--- src/rtl/csc_pkg.sv ---
// shared constants, types and the arctangent table for the cordic sine/cosine pipeline
`default_nettype none
package csc_pkg;

  localparam int unsigned ITERATIONS = 32;
  localparam int unsigned DATA_W     = 32;
  localparam int unsigned SHIFT_W    = 5;

  localparam logic [DATA_W-1:0] ANG_45    = 32'h4000_0000;
  localparam logic [DATA_W-1:0] VAL_45    = 32'h5A82_0000;
  localparam logic [DATA_W-1:0] COS_ZERO  = 32'h8000_0000;
  localparam logic [DATA_W-1:0] GAIN_INIT = 32'h4DBA_76D4;

  // one item in flight between stages
  typedef struct packed {
    logic              valid;
    logic [DATA_W-1:0] target;
    logic [DATA_W-1:0] phi;
    logic [DATA_W-1:0] s;
    logic [DATA_W-1:0] c;
  } stage_t;

  // atan(2^-i) in the angle scale, rounded to nearest
  function automatic logic [DATA_W-1:0] atan_entry(input logic [SHIFT_W-1:0] idx);
    logic [DATA_W-1:0] v;
    case (idx)
      5'd0:    v = 32'h4000_0000;
      5'd1:    v = 32'h25C8_0A3B;
      5'd2:    v = 32'h13F6_70B7;
      5'd3:    v = 32'h0A22_23A8;
      5'd4:    v = 32'h0516_1A86;
      5'd5:    v = 32'h028B_AFC3;
      5'd6:    v = 32'h0145_EC3D;
      5'd7:    v = 32'h00A2_F8AA;
      5'd8:    v = 32'h0051_7CA7;
      5'd9:    v = 32'h0028_BE5D;
      5'd10:   v = 32'h0014_5F30;
      5'd11:   v = 32'h000A_2F98;
      5'd12:   v = 32'h0005_17CC;
      5'd13:   v = 32'h0002_8BE6;
      5'd14:   v = 32'h0001_45F3;
      5'd15:   v = 32'h0000_A2FA;
      5'd16:   v = 32'h0000_517D;
      5'd17:   v = 32'h0000_28BE;
      5'd18:   v = 32'h0000_145F;
      5'd19:   v = 32'h0000_0A30;
      5'd20:   v = 32'h0000_0518;
      5'd21:   v = 32'h0000_028C;
      5'd22:   v = 32'h0000_0146;
      5'd23:   v = 32'h0000_00A3;
      5'd24:   v = 32'h0000_0051;
      5'd25:   v = 32'h0000_0029;
      5'd26:   v = 32'h0000_0014;
      5'd27:   v = 32'h0000_000A;
      5'd28:   v = 32'h0000_0005;
      5'd29:   v = 32'h0000_0003;
      5'd30:   v = 32'h0000_0001;
      default: v = 32'h0000_0001;
    endcase
    return v;
  endfunction

endpackage
`default_nettype wire

--- src/rtl/csc_front.sv ---
// input register: loads the vector and folds the two special angles
`default_nettype none
module csc_front (
  input  wire logic                       clk,
  input  wire logic                       rst,
  input  wire logic                       start,
  input  wire logic [csc_pkg::DATA_W-1:0] angle,
  input  wire logic [csc_pkg::DATA_W-1:0] start_gain,
  output csc_pkg::stage_t                 stage_out
);
  import csc_pkg::*;

  stage_t stage_next;

  // special angles load the answer with phi equal to target so no stage rotates
  always_comb begin
    stage_next.valid  = start;
    stage_next.phi    = '0;
    if (angle == ANG_45) begin
      stage_next.target = '0;
      stage_next.s      = VAL_45;
      stage_next.c      = VAL_45;
    end else if (angle == '0) begin
      stage_next.target = '0;
      stage_next.s      = '0;
      stage_next.c      = COS_ZERO;
    end else begin
      stage_next.target = angle;
      stage_next.s      = '0;
      stage_next.c      = start_gain;
    end
  end

  always_ff @(posedge clk) begin
    if (rst) begin
      stage_out.valid <= 1'b0;
    end else begin
      stage_out.valid <= stage_next.valid;
    end
  end

  always_ff @(posedge clk) begin
    stage_out.target <= stage_next.target;
    stage_out.phi    <= stage_next.phi;
    stage_out.s      <= stage_next.s;
    stage_out.c      <= stage_next.c;
  end

endmodule
`default_nettype wire

--- config.mk ---
export PLATFORM = sky130hd
export DESIGN_NAME = csc_front
export DESIGN_NICKNAME = d
export VERILOG_FILES = /design/src/rtl/csc_pkg.sv /design/src/rtl/csc_front.sv
export SDC_FILE = /design/constraint.sdc
export NUM_CORES = 1
export LEC_CHECK = 0
export ABC_CLOCK_PERIOD_IN_PS = 1910
export BUFFER_PORTS_ARGS = -buffer_cell sky130_fd_sc_hd__buf_2
export CAP_MARGIN = 25
export CORE_UTILIZATION = 30
export CTS_BUF_LIST = sky130_fd_sc_hd__clkbuf_2
export DETAILED_ROUTE_END_ITERATION = 10
export PLACE_DENSITY = 0.67
export SLEW_MARGIN = 20
export SYNTH_ARGS = -nofsm -noshare
export SYNTH_HDL_FRONTEND = slang
export SYNTH_SLANG_ARGS = --single-unit
--- constraint.sdc ---
create_clock -name clk -period 1.91 [get_ports clk]
set_clock_uncertainty 0.1 [all_clocks]
set_input_delay 0.2865 -clock clk [delete_from_list [all_inputs] [get_ports clk]]
set_output_delay 0.2865 -clock clk [all_outputs]
set_load 0.05 [all_outputs]
==> flow_summary.toml <==
[route]
drt_pre_antenna_iters = 3
detail-route-antenna-nets = 0
drtIter0Drc = 22
drt-vias-per-instance = 3.68
avgRoutedWirePerCell_microns = 11.5
vias = 1845
drc = 0
drt-total-wl_microns = 5770

[sta]
fin_crit_sh = 0.974
finalMaxSlewViolations = 0
finalCriticalPeriod_ns = 1.86
rsz_0062_raised_after_global_routing = "false"
max_clock_freq_ghz = 0.537
final_setup_margin_ns = 0.0490
number_of_failing_hold_endpoints_at_the_final_stage = 0
finalSetupTns_ns = 0
fin_hold_ws_ns = 0.251
finalSetupViolations = 0

[global_route]
grt_usage = 0.136
grt_pass1_vias = 1659
grt_max_degree = 17
gr-total-overflow = 0
grt_antenna_before_repair = 0
grt_first_pass_wirelength_microns = 7530

[clocking]
clock_transition_at_the_registers_of_the_reported_paths_ns = 0.20
tritoncts.num_buffers = 9
clock_tree.root_cell = "clkbuf_2"
cts.htree.levels = 3
tritoncts_clock_tree = "done"
cts.sink_count = 66
max-clock-path-buffers = 2

[synth]
synth_cells = 211
synth_cell_types = 16
synth-seq-area-share = 0.583
synthesis.area_per_instance_sq_um = 10.7
synthesis.yosys.warnings = 0
synth_area_leaders = "dfxtp_1, buf_4, nor2b_1, clkbuf_1, mux2_2"
yosys_register_bits = 66
synth.cell_area_sq_um = 2270
post-synth-top-area-cell = "dfxtp_1"
synth.top_cell.area_share = 0.583

[worst_setup_path]
cp_max_fo = 5
crit_required_ns = 2.23
worstSetupEndpointType = "register"
worstSetupStartpointType = "primary input"
worst_setup_path_startpoint = "angle[21]"
arrival_ns = 2.18
cp-endpoint = "stage_out[27]"
critical_path_class = "primary input to register"

[cells_and_area]
drive_above_1_share = 0.443
reg_top3 = "stage_out: 66 flops"
insertedDiodeCount = 0
max_ffs_per_register = 66
stdcell_count = 501
register_name_with_the_most_flops = "stage_out"
post-route-cell-area_sq_um = 3680
nets = 464
post-route-util = 0.505
area_growth_syn_to_layout_pct = 62.4

[floorplanning]
io-pin-count = 196
die_w_microns = 88.9
core_region_area_sq_um = 7290
die-area_sq_um = 7910
height_of_the_chip_microns = 88.9
starting_density_of_the_core = 0.311
site_row_count = 31

[power_and_ir_drop]
p_leak_nw = 1.83
vdd_ir_drop_max_mv = 0.257
power_density_nw_per_um2 = 884
post-layout-total-power_mw = 3.25

[place]
placed_inst_area_sq_um = 2800
dp_hpwl_microns = 3540
globalplace.congestion = 0.635
place_inst = 420
numPortBuffers = 137
detailedPlace.worstSlack_ns = -0.160

[hold_path]
holdCritPathClass = "primary input to register"

[status]
run_status = "finished clean"

[job]
drv.max_cap_violation_count = 0
==> layout by cell type (no fill, tap or decap) <==
| cell type | count |
|---|---|
| buf_2 | 136 |
| dlygate4sd3_1 | 66 |
| dfxtp_1 | 66 |
| conb_1 | 58 |
| nor2b_1 | 24 |
| clkbuf_2 | 10 |
| buf_4 | 10 |
| mux2_2 | 6 |
| nor4_2 | 3 |
| nor4_4 | 3 |
| and2b_1 | 3 |
| clkinvlp_4 | 3 |
| nand4_1 | 2 |
| bufinv_16 | 2 |
| buf_12 | 2 |
| nor4_1 | 1 |
| nor3_1 | 1 |
| nor2_4 | 1 |
| and2_1 | 1 |
| o21ai_0 | 1 |
| o31ai_1 | 1 |
| clkinv_4 | 1 |
| clkbuf_16 | 1 |
==> power by group <==
| group | total [mW] | internal [mW] | switching (mW) |
|---|---|---|---|
| sequential | 1.47 | 1.45 | 0.0184 |
| combinational | 0.815 | 0.213 | 0.603 |
| clock | 0.969 | 0.439 | 0.530 |
| total | 3.25 | 2.10 | 1.15 |
==> final cells by class <==
type | instances | area, sq um
fill | 660 | 3610
timing repair buffer | 215 | 1480
tap | 99 | 124
sequential | 66 | 1320
clock inverter | 6 | 91.3
clock buffer | 10 | 50.0
multi-input combinational | 105 | 613
==> kinds of logic after synthesis <==
family                 after synthesis  share of synthesized area
AOI/OAI and AO/OA                    2                    0.00552
buffers and inverters               97                      0.269
DFF                                 66                      0.583
muxes                                6                     0.0298
other                                1                    0.00165
and+or+nand+nor                     39                      0.111
==> worst max-delay path: stages <==
cell           delay [ns]
dlygate4sd3_1        0.54
buf_2                0.14
nor4_4               0.26
nand4_1              0.24
nor2_4               0.23
clkbuf_16            0.17
mux2_2               0.32
==> how the worst min path moves through the flow <==
stage / from / end / slack, ns / depth (start not counted)
after floorplan: rst / stage_out[128] / 0.26 / 1
after global placement: angle[7] / stage_out[103] / 0.30 / 1
after detailed placement: angle[21] / stage_out[117] / 0.30 / 1
after CTS: angle[1] / stage_out[31] / 0.21 / 6
after global routing: angle[1] / stage_out[31] / 0.22 / 6
final: angle[1] / stage_out[31] / 0.25 / 6
==> what timing repair did <==
action | 4_1_cts | 5_1_grt
hold endpoints to repair | 66 | 0
setup buffers | 0 | 0
hold buffers | 66 | 0
gates resized for setup | 0 | 9
endpoints found under the setup margin | 0 | 8
==> synthesized netlist by cell type (all sizes together) <==
cell,count
buf,66
nor2,1
conb,1
and2b,3
nor3,1
and2,1
o31ai,1
nor4,7
nor2b,24
dfxtp,66
o21ai,1
nand4,2
mux2,6
clkbuf,31
==> layer usage <==
metal	GRT usage	routed length, microns
met2	0.259	3100
met5	0	0
met1	0.115	1910
met3	0.0600	674
met4	0.0880	78
No activity file was read; power rests on OpenSTA's default activity.
