File: src/rtl/csc_pkg.sv
// shared constants, types and the arctangent table for the cordic sine/cosine pipeline
`default_nettype none
package csc_pkg;

  localparam int unsigned ITERATIONS = 32;
  localparam int unsigned DATA_W     = 32;
  localparam int unsigned SHIFT_W    = 5;

  localparam logic [DATA_W-1:0] ANG_45    = 32'h4000_0000;
  localparam logic [DATA_W-1:0] VAL_45    = 32'h5A82_0000;
  localparam logic [DATA_W-1:0] COS_ZERO  = 32'h8000_0000;
  localparam logic [DATA_W-1:0] GAIN_INIT = 32'h4DBA_76D4;

  // one item in flight between stages
  typedef struct packed {
    logic              valid;
    logic [DATA_W-1:0] target;
    logic [DATA_W-1:0] phi;
    logic [DATA_W-1:0] s;
    logic [DATA_W-1:0] c;
  } stage_t;

  // atan(2^-i) in the angle scale, rounded to nearest
  function automatic logic [DATA_W-1:0] atan_entry(input logic [SHIFT_W-1:0] idx);
    logic [DATA_W-1:0] v;
    case (idx)
      5'd0:    v = 32'h4000_0000;
      5'd1:    v = 32'h25C8_0A3B;
      5'd2:    v = 32'h13F6_70B7;
      5'd3:    v = 32'h0A22_23A8;
      5'd4:    v = 32'h0516_1A86;
      5'd5:    v = 32'h028B_AFC3;
      5'd6:    v = 32'h0145_EC3D;
      5'd7:    v = 32'h00A2_F8AA;
      5'd8:    v = 32'h0051_7CA7;
      5'd9:    v = 32'h0028_BE5D;
      5'd10:   v = 32'h0014_5F30;
      5'd11:   v = 32'h000A_2F98;
      5'd12:   v = 32'h0005_17CC;
      5'd13:   v = 32'h0002_8BE6;
      5'd14:   v = 32'h0001_45F3;
      5'd15:   v = 32'h0000_A2FA;
      5'd16:   v = 32'h0000_517D;
      5'd17:   v = 32'h0000_28BE;
      5'd18:   v = 32'h0000_145F;
      5'd19:   v = 32'h0000_0A30;
      5'd20:   v = 32'h0000_0518;
      5'd21:   v = 32'h0000_028C;
      5'd22:   v = 32'h0000_0146;
      5'd23:   v = 32'h0000_00A3;
      5'd24:   v = 32'h0000_0051;
      5'd25:   v = 32'h0000_0029;
      5'd26:   v = 32'h0000_0014;
      5'd27:   v = 32'h0000_000A;
      5'd28:   v = 32'h0000_0005;
      5'd29:   v = 32'h0000_0003;
      5'd30:   v = 32'h0000_0001;
      default: v = 32'h0000_0001;
    endcase
    return v;
  endfunction

endpackage
`default_nettype wire

File: src/rtl/csc_regs.sv
// apb register file holding the start gain
`default_nettype none
module csc_regs (
  input  wire logic                      clk,
  input  wire logic                      rst,
  input  wire logic                      psel,
  input  wire logic                      penable,
  input  wire logic                      pwrite,
  input  wire logic [1:0]                paddr,
  input  wire logic [31:0]               pwdata,
  output logic      [31:0]               prdata,
  output logic                           pready,
  output logic      [csc_pkg::DATA_W-1:0] start_gain
);
  import csc_pkg::*;

  logic wr_en;

  // single register, every word-aligned address decodes to it
  assign wr_en  = psel & penable & pwrite;
  assign pready = 1'b1;
  assign prdata = start_gain;

  always_ff @(posedge clk) begin
    if (rst) begin
      start_gain <= GAIN_INIT;
    end else if (wr_en) begin
      start_gain <= pwdata;
    end
  end

  logic unused_addr;
  assign unused_addr = ^paddr;

endmodule
`default_nettype wire

File: config.mk
export PLATFORM = sky130hd
export DESIGN_NAME = csc_regs
export DESIGN_NICKNAME = d
export VERILOG_FILES = /design/src/rtl/csc_pkg.sv /design/src/rtl/csc_regs.sv
export SDC_FILE = /design/constraint.sdc
export NUM_CORES = 1
export LEC_CHECK = 0
export ABC_AREA = 1
export BUFFER_PORTS_ARGS = -buffer_cell sky130_fd_sc_hd__buf_2
export CORE_MARGIN = 10
export CORE_UTILIZATION = 37
export CTS_CLUSTER_SIZE = 30
export DETAILED_ROUTE_END_ITERATION = 10
export GPL_ROUTABILITY_DRIVEN = 0
export GPL_TIMING_DRIVEN = 1
export PLACE_DENSITY = 0.75
export SLEW_MARGIN = 5
export SYNTH_ARGS = -nofsm -noshare
export SYNTH_HDL_FRONTEND = slang
export SYNTH_SLANG_ARGS = --single-unit
File: constraint.sdc
create_clock -name clk -period 0.8 [get_ports clk]
set_input_delay 0.04 -clock clk [delete_from_list [all_inputs] [get_ports clk]]
set_output_delay 0.04 -clock clk [all_outputs]
set_load 0.01 [all_outputs]
==> impl_metrics.py <==
metrics = {
    "setup_path": {
        "critical_path.cell_chain": "buf_6",
        "r2r_setup_slack_ns": 0.04,
        "path_max_fanout": 3,
        "crit_arrival_ns": 0.75,
        "worst_ep_required_time_ns": 0.76,
        "cpLargestDelayFamily": "flip-flops",
        "cpMaxStageDelayCell": "dfxtp_4",
        "r2r_cells": 5,
        "crit_start": "prdata[25]$_SDFFE_PP0P_",
        "r2r-start": "prdata[0]$_SDFFE_PP0P_",
        "end_kind": "output port",
        "path_buf_inv": 1,
        "crit_type": "reg2out",
        "r2r-end": "prdata[0]$_SDFFE_PP0P_",
        "critical_path.startpoint_type": "register",
        "cpPeakStageDelay_ns": 0.36,
    },
    "global_route": {
        "track_usage_pct": 13.32,
        "grt_pass1_vias": 1566,
        "overflow": 0,
        "grt_max_degree": 27,
        "globalRoute.busiestLayer": "met2",
        "grt.met1_usage_pct": 13.43,
        "antenna_found_initial": 1,
        "met3_usage_pct": 5.411,
        "grt_pass1_wl_mm": 7.935,
        "use_met2_pct": 24.14,
    },
    "die": {
        "ios": 104,
        "die_width_um": 84.29,
        "dieArea_um2": 7104,
        "core_um2": 4000,
        "rows": 23,
        "dieHeight_um": 84.29,
        "start_util_pct": 38.22,
    },
    "logic_synthesis": {
        "synth_top_flop_cell": "dfxtp_1",
        "yosys.area.top_type_share_pct": 41.90,
        "synthTopCellsByCount": "nand2_1, buf_4, dfxtp_1",
        "synthTopCellsByArea": "dfxtp_1, buf_4, nand2_1, nand4_1, nor2_1",
        "yosys.area.top_type": "dfxtp_1",
        "ys_seq_area_share_pct": 41.90,
        "yosys.cell_count.top_type": "nand2_1",
        "synth-edff-count": 0,
        "syn_area_um2": 1529,
        "async_flop_share_pct": 0,
        "synth.distinct_cells": 12,
        "syn_avg_cell_area_um2": 7.458,
        "synth_warnings": 0,
        "syn_nets": 244,
        "ys_ff_latch": 32,
        "synthCells": 205,
    },
    "status": {
        "outcome": "finished clean",
    },
    "cts": {
        "clock-root-buffer": "clkbuf_8",
        "cts_buffers": 5,
        "cts_tree": "done",
        "htree_levels": 2,
        "clk_pin_slew_ns": 0.06,
        "clockBufferDepth": 2,
        "cts_sinks": 32,
        "clk_latency_ns": 0.27,
    },
    "worst_hold_path": {
        "hold_class": "in2reg",
        "min_from": "pwdata[7]",
        "worstHoldPathCells": 3,
        "hold-path-endpoint": "prdata[7]$_SDFFE_PP1P_",
    },
    "power": {
        "p_per_area_nw_per_um2": 1497,
        "ir_drop_v": 0.0009065,
        "p_leak_nw": 1.301,
    },
    "timing": {
        "fin_crit_sh_pct": 98.53,
        "finalMaxSlewViolations": 0,
        "rsz0062_at_grt": "yes",
        "final-hold-violation-count": 0,
        "fmax_ghz": 1.269,
        "finClkSkew_ns": 0,
        "finalSetupTns_ns": 0,
        "finalSetupViolCount": 0,
        "worst_hold_slack_ns": 0.01238,
        "period_needed_ns": 0.7882,
    },
    "run": {
        "timing.max_cap.violations": 0,
    },
    "final_layout": {
        "area_growth_pct": 64.32,
        "drive_gt1_share_pct": 49.34,
        "nNetsFinal": 341,
        "largest_register_ffs": 32,
    },
    "routing": {
        "drc": 0,
        "drt-vias-per-instance": 4.578,
        "dr.pass1.iters": 4,
        "dr_total_vias": 1616,
        "antenna_left": 0,
        "drtIter0Drc": 35,
        "finalWirelength_mm": 5.254,
        "post_drt_wl_per_cell_um": 14.88,
    },
    "placed_design": {
        "port_buffers": 100,
        "dp_hpwl_mm": 3.376,
    },
}
-- per-stage QoR --
step / setup WS (ns) / power [W] / std cells / instance area, um2 / utilization, %
after global placement: 0.09368 / 0.002390 / 316 / 1852 / 46.29
after floorplan: 0.08372 / 0.002197 / 205 / 1529 / -
after detailed placement: 0.07811 / 0.002406 / 316 / 1852 / 46.29
after CTS: -0.0002363 / 0.003681 / 349 / 2240 / 55.99
after global routing: -0.03042 / 0.003987 / 353 / 2512 / 62.81
final: 0.01178 / 0.003762 / 353 / 2512 / 62.81
-- power by group --
| part | internal (W) | switching [W] |
|---|---|---|
| logic | 0.000482 | 0.000385 |
| clock network | 0.000590 | 0.000530 |
| registers | 0.00169 | 0.0000826 |
| total | 0.00276 | 0.000998 |
-- worst max path at each step --
stage | endpoint | slack, ns | depth (start not counted)
after floorplan | prdata[13]$_SDFFE_PP1P_ | 0.08 | 5
after global placement | prdata[22]$_SDFFE_PP0P_ | 0.09 | 6
after detailed placement | prdata[22]$_SDFFE_PP0P_ | 0.08 | 6
after CTS | start_gain[28] | -0.0002 | 1
after global routing | start_gain[7] | -0.03 | 1
final | prdata[25] | 0.01 | 1
-- cell type report --
type	count	area, um2
inverter	15	56.30
multi-input combinational	112	501.7
sequential	32	688.2
fill	324	1488
clock buffer	6	72.57
tap	50	62.56
antenna	1	2.502
timing repair buffer	136	1124
clock inverter	1	5.005
-- metal layers --
metal  part of all wire [%]  vias up
met5                      0        -
met4                    1.4        0
met1                     36      743
met3                    7.9        4
li1                       -      808
met2                     55       61
-- cell families after synthesis --
| family | share of synthesized area [%] |
|---|---|
| and+or+nand+nor | 32.57 |
| buffers and inverters | 25.29 |
| DFF | 41.90 |
| other | 0.2453 |
-- repair_timing --
| item | 4_1_cts | 5_1_grt |
|---|---|---|
| hold buffers | 26 | 0 |
| endpoints found under the setup margin | 59 | 62 |
| resized for setup | 32 | 44 |
| endpoints found under the hold margin | 26 | 0 |
| pin swaps | 0 | 0 |
| buffers inserted | 0 | 3 |
| gates cloned | 0 | 0 |
-- placed cells by master, fill, tap and decap left out --
cell,count
buf_6,40
clkbuf_8,5
nand2_1,46
buf_12,3
nand4_1,18
nor2_1,28
diode_2,1
nand3_4,1
clkinv_2,1
dfxtp_2,29
inv_1,15
dlygate4sd3_1,26
conb_1,1
clkbuf_1,1
buf_4,7
nand3_1,18
dfxtp_4,3
buf_2,60
Power figures use the tool's default switching activity.
